--- src/hw/rtl/bgqm_pkg.sv ---
// ----------------------------------------------------------------------------
// bgqm_pkg
// shared types and constants of the binary greedy quad merger
// ----------------------------------------------------------------------------
package bgqm_pkg;

    localparam int unsigned COORD_W = 5;
    localparam int unsigned WORD_W  = 32;
    localparam int unsigned DIR_W   = 3;
    localparam int unsigned BT_W    = 5;

    localparam logic CFG_FACE_DIRECTION = 1'b0;
    localparam logic CFG_BLOCK_TYPE     = 1'b1;

    // command broadcast to every cell
    typedef struct packed {
        logic                 load;      // take a new column
        logic                 flush;     // last column: close everything
        logic [COORD_W-1:0]   column;    // current column index
    } cell_ctrl_t;

    // quad handed down the chain
    typedef struct packed {
        logic               valid;
        logic [COORD_W-1:0] origin;
        logic [COORD_W-1:0] start;
        logic [5:0]         len;
        logic [5:0]         width;
    } quad_t;

    function automatic logic [WORD_W-1:0] pack_quad(
        input quad_t              q,
        input logic [COORD_W-1:0] slice,
        input logic [DIR_W-1:0]   dir,
        input logic [BT_W-1:0]    btype
    );
        logic [COORD_W-1:0] x;
        logic [COORD_W-1:0] y;
        logic [COORD_W-1:0] z;
        logic [4:0]         wm1;
        logic [4:0]         hm1;
        logic [4:0]         cm1;
        if (dir <= 3'd1) begin
            x = slice; y = q.start; z = q.origin;
        end else if (dir <= 3'd3) begin
            x = q.origin; y = slice; z = q.start;
        end else begin
            x = q.origin; y = q.start; z = slice;
        end
        wm1 = q.width[4:0] - 5'd1;
        hm1 = q.len[4:0] - 5'd1;
        cm1 = btype - 5'd1;
        return {cm1[3:0], dir, hm1, wm1, z, y, x};
    endfunction

endpackage

--- src/hw/rtl/bgqm_if.sv ---
// ----------------------------------------------------------------------------
// bgqm stream interfaces
// valid/ready channels for columns, quads and configuration
// ----------------------------------------------------------------------------
interface bgqm_col_if;
    logic        valid;
    logic        ready;
    logic [4:0]  slice_index;
    logic [31:0] column_bits;
    modport source (output valid, slice_index, column_bits, input ready);
    modport sink   (input valid, slice_index, column_bits, output ready);
endinterface

interface bgqm_quad_if;
    logic        valid;
    logic        ready;
    logic [31:0] vertex_word;
    logic        last_of_item;
    modport source (output valid, vertex_word, last_of_item, input ready);
    modport sink   (input valid, vertex_word, last_of_item, output ready);
endinterface

interface bgqm_cfg_if;
    logic       valid;
    logic       ready;
    logic       index;
    logic [4:0] data;
    modport source (output valid, index, data, input ready);
    modport sink   (input valid, index, data, output ready);
endinterface

--- src/hw/rtl/bgqm_cell.sv ---
// ----------------------------------------------------------------------------
// bgqm_cell
// one run-start row: holds an open rectangle and shifts closed quads down
// ----------------------------------------------------------------------------
module bgqm_cell #(
    parameter int unsigned PLANE_SIZE = 32,
    parameter int unsigned POS        = 0
) (
    input  logic                    clk,
    input  logic                    rst_n,
    input  bgqm_pkg::cell_ctrl_t    ctrl,
    input  logic                    shift,
    input  logic [PLANE_SIZE-1:0]   col,
    input  logic [PLANE_SIZE-1:0]   rem,
    input  bgqm_pkg::quad_t         q_in,
    output bgqm_pkg::quad_t         q_out,
    output logic                    open,
    output logic [PLANE_SIZE-1:0]   cover_bits
);
    import bgqm_pkg::*;

    localparam int unsigned EXT_W = PLANE_SIZE + 1;

    logic               open_reg;
    logic [5:0]         len_reg;
    logic [COORD_W-1:0] org_reg;
    quad_t              slot_reg;
    quad_t              slot_next;
    logic [PLANE_SIZE-1:0] mask;
    logic               grow;
    logic               new_run;
    logic [5:0]         new_len;
    logic [PLANE_SIZE:0] ext;

    assign mask = PLANE_SIZE'(((EXT_W'(1) << len_reg) - EXT_W'(1)) << POS);
    assign grow  = open_reg && ((col & mask) == mask);
    assign cover_bits = grow ? mask : '0;

    // new run starts here if rem bit set and below is clear
    assign new_run = rem[POS] && ((POS == 0) || !rem[(POS == 0) ? 0 : POS-1]);

    // run length reaches up to the first clear bit above the start
    always_comb
    begin
        new_len = '0;
        ext = {1'b0, rem} >> POS;
        for (int k = PLANE_SIZE - 1; k >= 0; k--)
        begin
            if (!ext[k+1])
                new_len = 6'(k + 1);
        end
    end

    always_comb
    begin
        slot_next = slot_reg;
        if (ctrl.flush)
        begin
            slot_next.valid  = open_reg;
            slot_next.origin = org_reg;
            slot_next.start  = COORD_W'(POS);
            slot_next.len    = len_reg;
            slot_next.width  = 6'({1'b0, ctrl.column} - {1'b0, org_reg} + 6'd1);
        end
        else if (ctrl.load)
        begin
            slot_next.valid = 1'b0;
            if (open_reg && !grow)
            begin
                slot_next.valid  = 1'b1;
                slot_next.origin = org_reg;
                slot_next.start  = COORD_W'(POS);
                slot_next.len    = len_reg;
                slot_next.width  = {1'b0, ctrl.column} - {1'b0, org_reg};
            end
        end
        else if (shift)
        begin
            slot_next = q_in;
        end
    end

    always_ff @(posedge clk or negedge rst_n)
    begin
        if (!rst_n)
        begin
            open_reg <= 1'b0;
            len_reg  <= '0;
            org_reg  <= '0;
            slot_reg <= '0;
        end
        else
        begin
            slot_reg <= slot_next;
            if (ctrl.flush)
                open_reg <= 1'b0;
            else if (ctrl.load)
                open_reg <= grow || new_run;
            if (ctrl.load && !grow && new_run)
            begin
                len_reg <= new_len;
                org_reg <= ctrl.column;
            end
        end
    end

    assign q_out = slot_reg;
    assign open  = open_reg;
endmodule

--- src/hw/rtl/binary_greedy_quad_merger_unit.sv ---
// ----------------------------------------------------------------------------
// binary_greedy_quad_merger_unit
// greedy rectangle merger over one face plane, one column per beat
// ----------------------------------------------------------------------------
// channel  dir  beat contents
// col      in   slice_index, column_bits
// quad     out  vertex_word, last_of_item
// cfg      in   index (0 face_direction, 1 block_type), data
//
// a column is taken when the chain holds no quads and no flush is pending; a
// quad closed at run start r reaches cell 0 after r shifts, and the next
// column waits until every closed quad has left the chain
// the last column of a plane adds one flush pass once its closed quads have
// drained, then the flushed quads drain through the chain the same way
// a held output beat with quad.ready low stalls the chain unless cell 0 is empty
// reset clears the column counter, the flush flag, every open flag and the chain
// ----------------------------------------------------------------------------
module binary_greedy_quad_merger_unit #(
    parameter int unsigned PLANE_SIZE = 32
) (
    input logic          clk,
    input logic          rst_n,
    bgqm_col_if.sink     col,
    bgqm_quad_if.source  quad,
    bgqm_cfg_if.sink     cfg
);
    import bgqm_pkg::*;

    logic [DIR_W-1:0]   dir_reg;
    logic [BT_W-1:0]    bt_reg;
    logic [COORD_W-1:0] count_reg;
    logic [COORD_W-1:0] slice_reg;
    logic               flush_pend_reg;
    logic               out_valid_reg;
    logic [WORD_W-1:0]  out_word_reg;
    logic               out_last_reg;

    cell_ctrl_t            ctrl;
    logic [PLANE_SIZE-1:0] colm;
    logic [PLANE_SIZE-1:0] rem;
    logic [PLANE_SIZE-1:0] cover_bits [PLANE_SIZE];
    logic [PLANE_SIZE-1:0] opens;
    quad_t                 chain [PLANE_SIZE+1];
    logic [PLANE_SIZE-1:0] pend;
    logic                  busy;
    logic                  last_col;
    logic                  out_free;
    logic                  shift;
    logic                  more;

    assign cfg.ready = 1'b1;
    always_ff @(posedge clk or negedge rst_n)
    begin
        if (!rst_n)
        begin
            dir_reg <= '0;
            bt_reg  <= 5'd1;
        end
        else if (cfg.valid)
        begin
            case (cfg.index)
                CFG_FACE_DIRECTION: dir_reg <= cfg.data[DIR_W-1:0];
                CFG_BLOCK_TYPE:     bt_reg  <= cfg.data;
                default:            ;
            endcase
        end
    end

    assign colm = col.column_bits[PLANE_SIZE-1:0];

    // bits covered by growing rectangles leave the column
    always_comb
    begin
        rem = colm;
        for (int i = 0; i < PLANE_SIZE; i++)
            rem = rem & ~cover_bits[i];
    end

    // chain bottom is cell 0; quads move toward lower index, out at cell 0
    genvar g;
    generate
        for (g = 0; g < PLANE_SIZE; g++)
        begin : g_cell
            assign pend[g] = chain[g].valid;
            bgqm_cell #(.PLANE_SIZE(PLANE_SIZE), .POS(g)) u_cell (
                .clk        (clk),
                .rst_n      (rst_n),
                .ctrl       (ctrl),
                .shift      (shift),
                .col        (colm),
                .rem        (rem),
                .q_in       (chain[g+1]),
                .q_out      (chain[g]),
                .open       (opens[g]),
                .cover_bits (cover_bits[g])
            );
        end
    endgenerate
    assign chain[PLANE_SIZE] = '0;

    // last column: closed quads drain first, then one flush pass loads the
    // still open rectangles into the chain
    assign busy      = |pend;
    assign last_col  = (count_reg >= COORD_W'(PLANE_SIZE-1));
    assign col.ready = !busy && !flush_pend_reg;
    assign ctrl.load   = col.valid && !busy && !flush_pend_reg;
    assign ctrl.flush  = flush_pend_reg && !busy;
    assign ctrl.column = count_reg;

    assign out_free = !out_valid_reg || quad.ready;
    // shift while a quad sits somewhere and cell 0 is empty or the output is free; empty bottom just compacts
    assign shift = busy && (out_free || !pend[0]);
    assign more  = |pend[PLANE_SIZE-1:1];

    always_ff @(posedge clk or negedge rst_n)
    begin
        if (!rst_n)
        begin
            count_reg      <= '0;
            flush_pend_reg <= 1'b0;
            out_valid_reg  <= 1'b0;
        end
        else
        begin
            if (ctrl.load)
            begin
                if (last_col)
                    flush_pend_reg <= 1'b1;
                else
                    count_reg <= count_reg + COORD_W'(1);
            end
            if (ctrl.flush)
            begin
                flush_pend_reg <= 1'b0;
                count_reg      <= '0;
            end
            if (out_free)
                out_valid_reg <= shift && pend[0];
        end
    end

    always_ff @(posedge clk)
    begin
        if (ctrl.load)
            slice_reg <= col.slice_index;
        if (out_free && shift && pend[0])
        begin
            out_word_reg <= pack_quad(chain[0], slice_reg, dir_reg, bt_reg);
            // a pending flush with open rectangles still follows this beat
            out_last_reg <= !more && !(flush_pend_reg && |opens);
        end
    end

    assign quad.valid        = out_valid_reg;
    assign quad.vertex_word  = out_word_reg;
    assign quad.last_of_item = out_last_reg;
endmodule

--- src/flat_wrapper.sv ---
// flat-port wrapper written by rule: the top's interface ports become plain ports
module binary_greedy_quad_merger_unit_flat import bgqm_pkg::*;
#(
    parameter int unsigned PLANE_SIZE = 32
)
  (clk, rst_n, col_valid, col_slice_index, col_column_bits, col_ready, quad_valid, quad_vertex_word, quad_last_of_item, quad_ready, cfg_valid, cfg_index, cfg_data, cfg_ready);
  bgqm_col_if col_i ();
  bgqm_quad_if quad_i ();
  bgqm_cfg_if cfg_i ();
  input logic clk;
  input logic rst_n;
  input wire logic [$bits(col_i.valid)-1:0] col_valid;
  input wire logic [$bits(col_i.slice_index)-1:0] col_slice_index;
  input wire logic [$bits(col_i.column_bits)-1:0] col_column_bits;
  output wire logic [$bits(col_i.ready)-1:0] col_ready;
  output wire logic [$bits(quad_i.valid)-1:0] quad_valid;
  output wire logic [$bits(quad_i.vertex_word)-1:0] quad_vertex_word;
  output wire logic [$bits(quad_i.last_of_item)-1:0] quad_last_of_item;
  input wire logic [$bits(quad_i.ready)-1:0] quad_ready;
  input wire logic [$bits(cfg_i.valid)-1:0] cfg_valid;
  input wire logic [$bits(cfg_i.index)-1:0] cfg_index;
  input wire logic [$bits(cfg_i.data)-1:0] cfg_data;
  output wire logic [$bits(cfg_i.ready)-1:0] cfg_ready;
  assign col_i.valid = col_valid;
  assign col_i.slice_index = col_slice_index;
  assign col_i.column_bits = col_column_bits;
  assign col_ready = col_i.ready;
  assign quad_valid = quad_i.valid;
  assign quad_vertex_word = quad_i.vertex_word;
  assign quad_last_of_item = quad_i.last_of_item;
  assign quad_i.ready = quad_ready;
  assign cfg_i.valid = cfg_valid;
  assign cfg_i.index = cfg_index;
  assign cfg_i.data = cfg_data;
  assign cfg_ready = cfg_i.ready;
  binary_greedy_quad_merger_unit #(.PLANE_SIZE(PLANE_SIZE)) u_core (.clk(clk), .rst_n(rst_n), .col(col_i), .quad(quad_i), .cfg(cfg_i));
endmodule
--- config.mk ---
export PLATFORM = sky130hd
export DESIGN_NAME = binary_greedy_quad_merger_unit_flat
export DESIGN_NICKNAME = d
export VERILOG_FILES = /design/src/hw/rtl/bgqm_pkg.sv /design/src/hw/rtl/bgqm_if.sv /design/src/hw/rtl/bgqm_cell.sv /design/src/hw/rtl/binary_greedy_quad_merger_unit.sv /design/src/flat_wrapper.sv
export SDC_FILE = /design/constraint.sdc
export NUM_CORES = 2
export LEC_CHECK = 0
export ABC_AREA = 1
export BUFFER_PORTS_ARGS = -buffer_cell sky130_fd_sc_hd__clkbuf_2
export CAP_MARGIN = 5
export CORE_ASPECT_RATIO = 1.1
export CORE_MARGIN = 3
export CORE_UTILIZATION = 45
export DETAILED_ROUTE_END_ITERATION = 8
export PLACE_DENSITY = 0.72
export SETUP_SLACK_MARGIN = 0.05
export SLEW_MARGIN = 20
export SYNTH_ARGS = -nofsm -noshare
export SYNTH_HDL_FRONTEND = slang
export SYNTH_SLANG_ARGS = --single-unit
--- constraint.sdc ---
create_clock -name clk -period 4.25 [get_ports clk]
set_input_delay 0.6375 -clock clk [delete_from_list [all_inputs] [get_ports clk]]
set_output_delay 0.6375 -clock clk [all_outputs]
set_load 0.01 [all_outputs]
## Yosys cells after proc, flatten, opt, wreduce, memory -nomap -nowiden

Index checks and enable logic that the tools add are counted.

| storage, ports and cells | value |
|---|---|
| word-level logic and storage cells | 1,606 |
| register bits | 1,165 |
| bits of input ports | 48 |
| output and inout bits | 36 |

| cells by class | value |
|---|---|
| add/sub/neg operators | 100 |
| muxes and demuxes | 731 |
| shifts and indexed selects | 32 |
| reduce and logical (&&, ||, !) cells | 314 |
| equal/unequal tests | 65 |
| bitwise gates (word level) | 97 |
| $lt $le $gt $ge | 3 |

Operators by type and width:

| operator | number |
|---|---|
| $mux W23 | 128 |
| $mux W6 | 387 |
| $and A32 B32 Y32 | 64 |
| $eq A32 B32 Y1 | 32 |
| $mux W32 | 32 |
| $not A32 Y32 | 32 |
| $add A6 B1 Y6 const B | 32 |
| $sub A5 B5 Y6 | 32 |
| $logic_and A1 B1 Y1 | 169 |
| $mux W3 | 36 |
| $ne A3 B2 Y1 const B | 31 |
| $mux W5 | 18 |
| $mux W1 | 82 |
| $mux W4 | 20 |
| $reduce_and A2 Y1 | 36 |
| $logic_not A1 Y1 | 69 |
| $reduce_or A32 Y1 | 2 |
| $mux W2 | 28 |
| $logic_or A1 B1 Y1 | 34 |
| $shl A1 B6 Y32 const A | 1 |
| $sub A32 B2 Y32 const B | 1 |
| $reduce_or A31 Y1 | 1 |
| $shl A1 B6 Y31 const A | 1 |
| $sub A31 B2 Y31 const B | 1 |
| other kinds (71) | 73 |

## Longest topological paths before layout

| logic depth | value |
|---|---|
| depth after elaboration | 70 |
| depth in mapped cells | 53 |
| gate-level depth less buffers | 53 |

## Modules after synthesis

Synthesis repeated with hierarchy kept, for this count alone.

| unflattened totals | value |
|---|---|
| cells, all modules | 13,647 |
| area total of the unflattened synthesis | 92,281.0 µm² |

Modules (own cells, without submodules):

| module | area each (µm²) | instances | cells each |
|---|---|---|---|
| binary_greedy_quad_merger_unit | 5,046.1 | 1 | 705 |
| bgqm_cell (u_core.g_cell[0].u_cell) | 3,449.6 | 1 | 557 |
| bgqm_cell (u_core.g_cell[13].u_cell) | 3,181.8 | 1 | 472 |
| bgqm_cell (u_core.g_cell[1].u_cell) | 3,135.5 | 1 | 472 |
| bgqm_cell (u_core.g_cell[10].u_cell) | 3,085.5 | 1 | 492 |
| bgqm_cell (u_core.g_cell[2].u_cell) | 3,072.9 | 1 | 511 |
| bgqm_cell (u_core.g_cell[3].u_cell) | 3,065.4 | 1 | 486 |
| bgqm_cell (u_core.g_cell[6].u_cell) | 3,062.9 | 1 | 469 |
| bgqm_cell (u_core.g_cell[4].u_cell) | 3,059.2 | 1 | 504 |
| bgqm_cell (u_core.g_cell[5].u_cell) | 3,036.7 | 1 | 471 |
| bgqm_cell (u_core.g_cell[11].u_cell) | 2,986.6 | 1 | 468 |
| bgqm_cell (u_core.g_cell[8].u_cell) | 2,982.9 | 1 | 479 |
| bgqm_cell (u_core.g_cell[7].u_cell) | 2,964.1 | 1 | 464 |
| bgqm_cell (u_core.g_cell[12].u_cell) | 2,954.1 | 1 | 455 |
| 19 more rows | -- | -- | -- |

## Worst setup path after synthesis

No wires, ideal clock.

| timing path | value |
|---|---|
| path type | register to register |
| start | register u_core.g_cell[15].u_cell.len_reg[4] |
| end | register u_core.g_cell[2].u_cell.len_reg[0] |
| stages on the path, launching flop included | 45 |
| setup time | 143 ps |
| period minus slack after synthesis | 4,640 ps |
| arrival time | 4,497 ps |
| data required time | 4,107 ps |
| slack | -390 ps |
| path buffers | 1 |
| cells stage by stage | dfrtp_1 -> nor2_2 -> inv_1 -> nor2_2 -> nand2_1 -> ha_1 -> or2_2 -> nand2_1 -> nor2_1 -> nand3_1 -> nor2_1 -> nand2_1 -> nor2_1 -> nand3_2 -> inv_2 -> buf_2 -> nand2_1 -> o21a_1 -> [9 not listed] -> nand2_2 -> nand2_2 -> nand2_2 -> nand2_2 -> nand2_2 -> nand2_2 -> nand2_4 -> nand2_4 -> nand2_4 -> nand2_4 -> nand2_4 -> nand2_4 -> nand2_4 -> nand2_4 -> nand2_4 -> nand2_4 -> nand2_1 -> o21ai_1 |

| between the ends | value |
|---|---|
| longest elaborated chain between the ends | 53 |

RTL lines:

| what | RTL line | RTL |
|---|---|---|
| from (decl) | bgqm_cell.sv:25 | `logic [5:0] len_reg;` |
| from (signal assigned) | bgqm_cell.sv:101 | `len_reg <= new_len;` |
| $shl A1 B6 Y17 * | bgqm_cell.sv:35 | `assign mask = PLANE_SIZE'(((EXT_W'(1) << len_reg) - EXT_W'(1)) << POS);` |
| $sub A17 B2 Y17 * | bgqm_cell.sv:35 |  |
| $and A32 B32 Y32 | bgqm_cell.sv:36 | `assign grow = open_reg && ((col & mask) == mask);` |
| $eq A32 B32 Y1 | bgqm_cell.sv:36 |  |
| $logic_and A1 B1 Y1 | bgqm_cell.sv:36 |  |
| $mux W32 * | bgqm_cell.sv:37 | `assign cover_bits = grow ? mask : '0;` |
| $not A32 Y32 * | binary_greedy_quad_merger_unit.sv:76 | `rem = rem & ~cover_bits[i];` |
| $and A32 B32 Y32 * (17 in series) | binary_greedy_quad_merger_unit.sv:76 |  |
| $mux W2 | bgqm_cell.sv:49 | `if (!ext[k+1])` |
| $mux W6 (15 in series) | bgqm_cell.sv:49 |  |
| $mux W6 * (13 in series) | bgqm_cell.sv:49 |  |
| to (signal assigned) | bgqm_cell.sv:101 |  |
| to (decl) | bgqm_cell.sv:25 |  |

Mark *: on every way between the ends. The rest lies on a longest branch, timed or not.
A chain may end at the register's enable or synchronous reset.

## Worst setup path in the final report

| timing path | value |
|---|---|
| start | register u_core.g_cell[14].u_cell.len_reg[3] |
| end | register u_core.g_cell[0].u_cell.len_reg[0] |

| between the ends | value |
|---|---|
| longest elaborated chain between the ends | 56 |

RTL lines:

| what | RTL line |
|---|---|
| from (decl) | bgqm_cell.sv:25 |
| from (signal assigned) | bgqm_cell.sv:101 |
| $shl A1 B6 Y18 * | bgqm_cell.sv:35 |
| $sub A18 B2 Y18 * | bgqm_cell.sv:35 |
| $and A32 B32 Y32 | bgqm_cell.sv:36 |
| $eq A32 B32 Y1 | bgqm_cell.sv:36 |
| $logic_and A1 B1 Y1 | bgqm_cell.sv:36 |
| $mux W32 * | bgqm_cell.sv:37 |
| $not A32 Y32 * | binary_greedy_quad_merger_unit.sv:76 |
| $and A32 B32 Y32 * (18 in series) | binary_greedy_quad_merger_unit.sv:76 |
| $mux W6 (17 in series) | bgqm_cell.sv:49 |
| $mux W6 * (14 in series) | bgqm_cell.sv:49 |
| to (signal assigned) | bgqm_cell.sv:101 |
| to (decl) | bgqm_cell.sv:25 |

Marks and branches as above.

==> out/qor.txt <==
Top Ports -> 84
Worst Setup End Kind -> flop
Comb pwr share -> 0.269
PD cells -> 333 mW/mm2
Pin count of the biggest net entering global routing -> 120
RSZ-0062 raised after global routing -> true
Worst slack at placement -> -2720 ps
Syn Area/Cell -> 6.95 um2
Count leader, synth -> nand2_1
Status -> finished, violations left
Final setup viols -> 368
CTS sink count -> 1024
Internal power -> 22700 uW
Least-Margin Pin Slew -> 1220 ps
EDFF count, synth -> 38
Synth Cell Area -> 0.0709 mm2
Clk_skew -> 71.5 ps
Congestion Overflow GR -> 0
CP Data Arrival Time -> 6450 ps
Buffers on Ports -> 81
CORE AREA -> 0.156 mm2
Crit share post-route -> 1.36
Slew headroom -> 0.181
H-tree levels -> 3
Maximum ir drop on the vdd rail -> 0.447 mV
Post-synthesis sequential area ratio -> 0.364
Ys Warns -> 0
Post-Synthesis Cells -> 10200
Fraction of layout cells with a size suffix above 1 -> 0.338
Max cap viols -> 0
Critical Path Max Stage Delay -> 740 ps
Die Span Y -> 422 um
Root Buffer -> clkbuf_16
Max Slew Vio Count -> 0
Starting density of the core -> 0.454
Layout area overhead -> 49.0%
Area share of the largest cell type after synthesis -> 0.348
TritonRoute pass-1 iters -> 7
# DRC -> 0
Max clock buf depth -> 3
Distinct cells, synth -> 83
Failing checks -> setup timing
Fin crit period -> 5790 ps
Nets -> 13200
Setup crit start kind -> flop
Global-route wire length before repair -> 560000 um
Wire per inst -> 26.3 um
Iteration-0 DRC Markers -> 12400
Switch share -> 0.355
Routed WL -> 398000 um
Syn_nets -> 10500
Clock share of power -> 0.307
Pwr Total -> 35200 uW
Reg2Reg Setup Slack -> -1540 ps
Synthesis-stage register bit count -> 1024
Worst-Skew Late Latency -> 800 ps
Routability cong. -> 1.17
Vias in the first global route -> 85600
Gr usage total -> 0.465
Crit-path slowest cell -> o211ai_1
Post-DR vias/cell -> 6.01
CP required -> 4910 ps
Chip width -> 385 um
Die ar. -> 0.162 mm2
Most used flip-flop cell after synthesis -> dfrtp_1
Setup_tns -> -168010 ps
Post-DP HPWL -> 307000 um
PnR worst setup slack -> -1540 ps
Worst-path clk slew -> 60 ps
Worst min path class -> in2reg
Initial antenna violation count -> 17
Vias -> 90800
Asr flop ratio synth -> 0.963
Max reg flops -> 645
Seq pwr share -> 0.424
ANT nets after route -> 0
CTS Buf Count -> 110
Critical-path maximum fanout -> 3
Row cnt -> 152
Area leader, netlist -> dfrtp_1
Most frequent cells after synthesis -> nand2_1 (2570), nor2_1 (1201), inv_1 (1037)
Top cell by count, worst path -> nand2_4
Final Hold Violating Endpoints -> 0
CTS tree -> done
Setup Crit Path Kind -> reg2reg
Static leakage -> 0.0527 uW
P_sw -> 12500 uW
Achievable Freq -> 0.173 GHz
Top cells by area, synth -> dfrtp_1 (35%), nand2_1 (14%), nor2_1 (6.4%)
-- kinds of logic (layout without fill, tap and decap cells) --
family / count (synthesis) / after routing / synth area share
other: 1 / 14 / 0.0000529
adders and majority gates: 222 / 222 / 0.0426
buffers and inverters: 1571 / 4390 / 0.0869
AOI/OAI and AO/OA: 1961 / 1961 / 0.161
xor gates and xnor gates: 203 / 203 / 0.0251
DFF: 1024 / 1024 / 0.364
and+or+nand+nor: 5213 / 5214 / 0.319
muxes: 10 / 10 / 0.00155
-- what timing repair did --
item	CTS	global route
gates cloned	2	6
setup endpoints to repair	313	480
hold endpoints to repair	23	0
buffers inserted	217	190
pin swaps	169	213
hold buffers	1	0
resized for setup	776	782
-- final cells by class --
cell class | count | area (um2)
fillers | 13000 | 50600
clock buffers | 150 | 3130
inverters | 1157 | 4430
multi-input cells | 7611 | 43700
well taps | 2079 | 2600
diodes | 13 | 32.5
repair buffers | 3027 | 25000
clock inverters | 56 | 905
flip-flops and latches | 1024 | 25900
-- placed cells by master (no fill, tap or decap), types with 28 or more instances in the layout --
cell type / instances
nand3_4: 51
o22ai_1: 47
o21ai_0: 574
nand2_2: 149
nand2_1: 2396
clkbuf_16: 115
ha_1: 170
dfrtp_1: 954
nand2_4: 84
dfrtp_2: 30
o2111ai_1: 33
nand3_1: 733
clkbuf_2: 80
xor2_1: 118
a221oi_1: 61
nand3b_1: 28
buf_6: 209
inv_1: 957
xnor2_1: 72
edfxtp_1: 38
o221ai_1: 66
nand3_2: 94
nand4_1: 183
o211ai_1: 35
a21oi_1: 658
nor2_2: 147
a22oi_1: 85
fa_1: 32
nor3_1: 66
nor2_1: 1010
buf_4: 2594
o21ai_1: 93
buf_12: 117
inv_2: 153
o21ai_2: 63
nor2_4: 142
-- worst max-delay path: cells and delay by family (launching register included) --
family | cells | cell delay (ps)
buffers and inverters | 6 | 760
AO/OA/AOI/OAI | 3 | 1010
adder cells (fa/ha/maj) | 1 | 280
AND/OR/NAND/NOR | 39 | 3190
flip-flops | 1 | 410
-- stage by stage --
stage	cells	cell area (um2)	hold WS [ps]	utilization
2_1_floorplan	10200	71100	342	-
3_3_place_gp	14500	93100	438	0.595
3_5_place_dp	14500	93100	451	0.595
4_1_cts	14900	102000	13.5	0.649
5_1_grt	15100	106000	33.5	0.676
6_report	15100	106000	51.8	0.676
-- power by group through the flow --
stage / Sequential, uW / Clock [uW] / Combinational, uW
after floorplan: 14200 / 0 / 4970
after global placement: 14800 / 0 / 8360
after detailed placement: 14900 / 0 / 8720
after CTS: 14800 / 10800 / 9090
after global routing: 15100 / 11200 / 10200
final: 14900 / 10800 / 9460
-- path summary, 6_finish.rpt --
path	start	end	cells past startpoint
max in group asynchronous	rst_n	u_core.g_cell[5].u_cell.len_reg[1]	3
min	col_slice_index[1]	u_core.slice_reg[1]	1
min reg2reg	u_core.dir_reg[0]	u_core.quad.vertex_word[25]	0
min in group asynchronous	rst_n	u_core.g_cell[1].u_cell.q_out[4]	2
max	u_core.g_cell[14].u_cell.len_reg[3]	u_core.g_cell[0].u_cell.len_reg[0]	49
max reg2reg	u_core.g_cell[14].u_cell.len_reg[3]	u_core.g_cell[0].u_cell.len_reg[0]	49
-- routing by layer --
metal  GRT usage  share of wire  up-vias
met3       0.128           0.13     1497
met5           0        0.00023        -
met2       0.668           0.41     6574
li1            -              -    39400
met4       0.273          0.076       16
met1       0.625           0.38    43300
No activity file was read; power rests on OpenSTA's default activity.
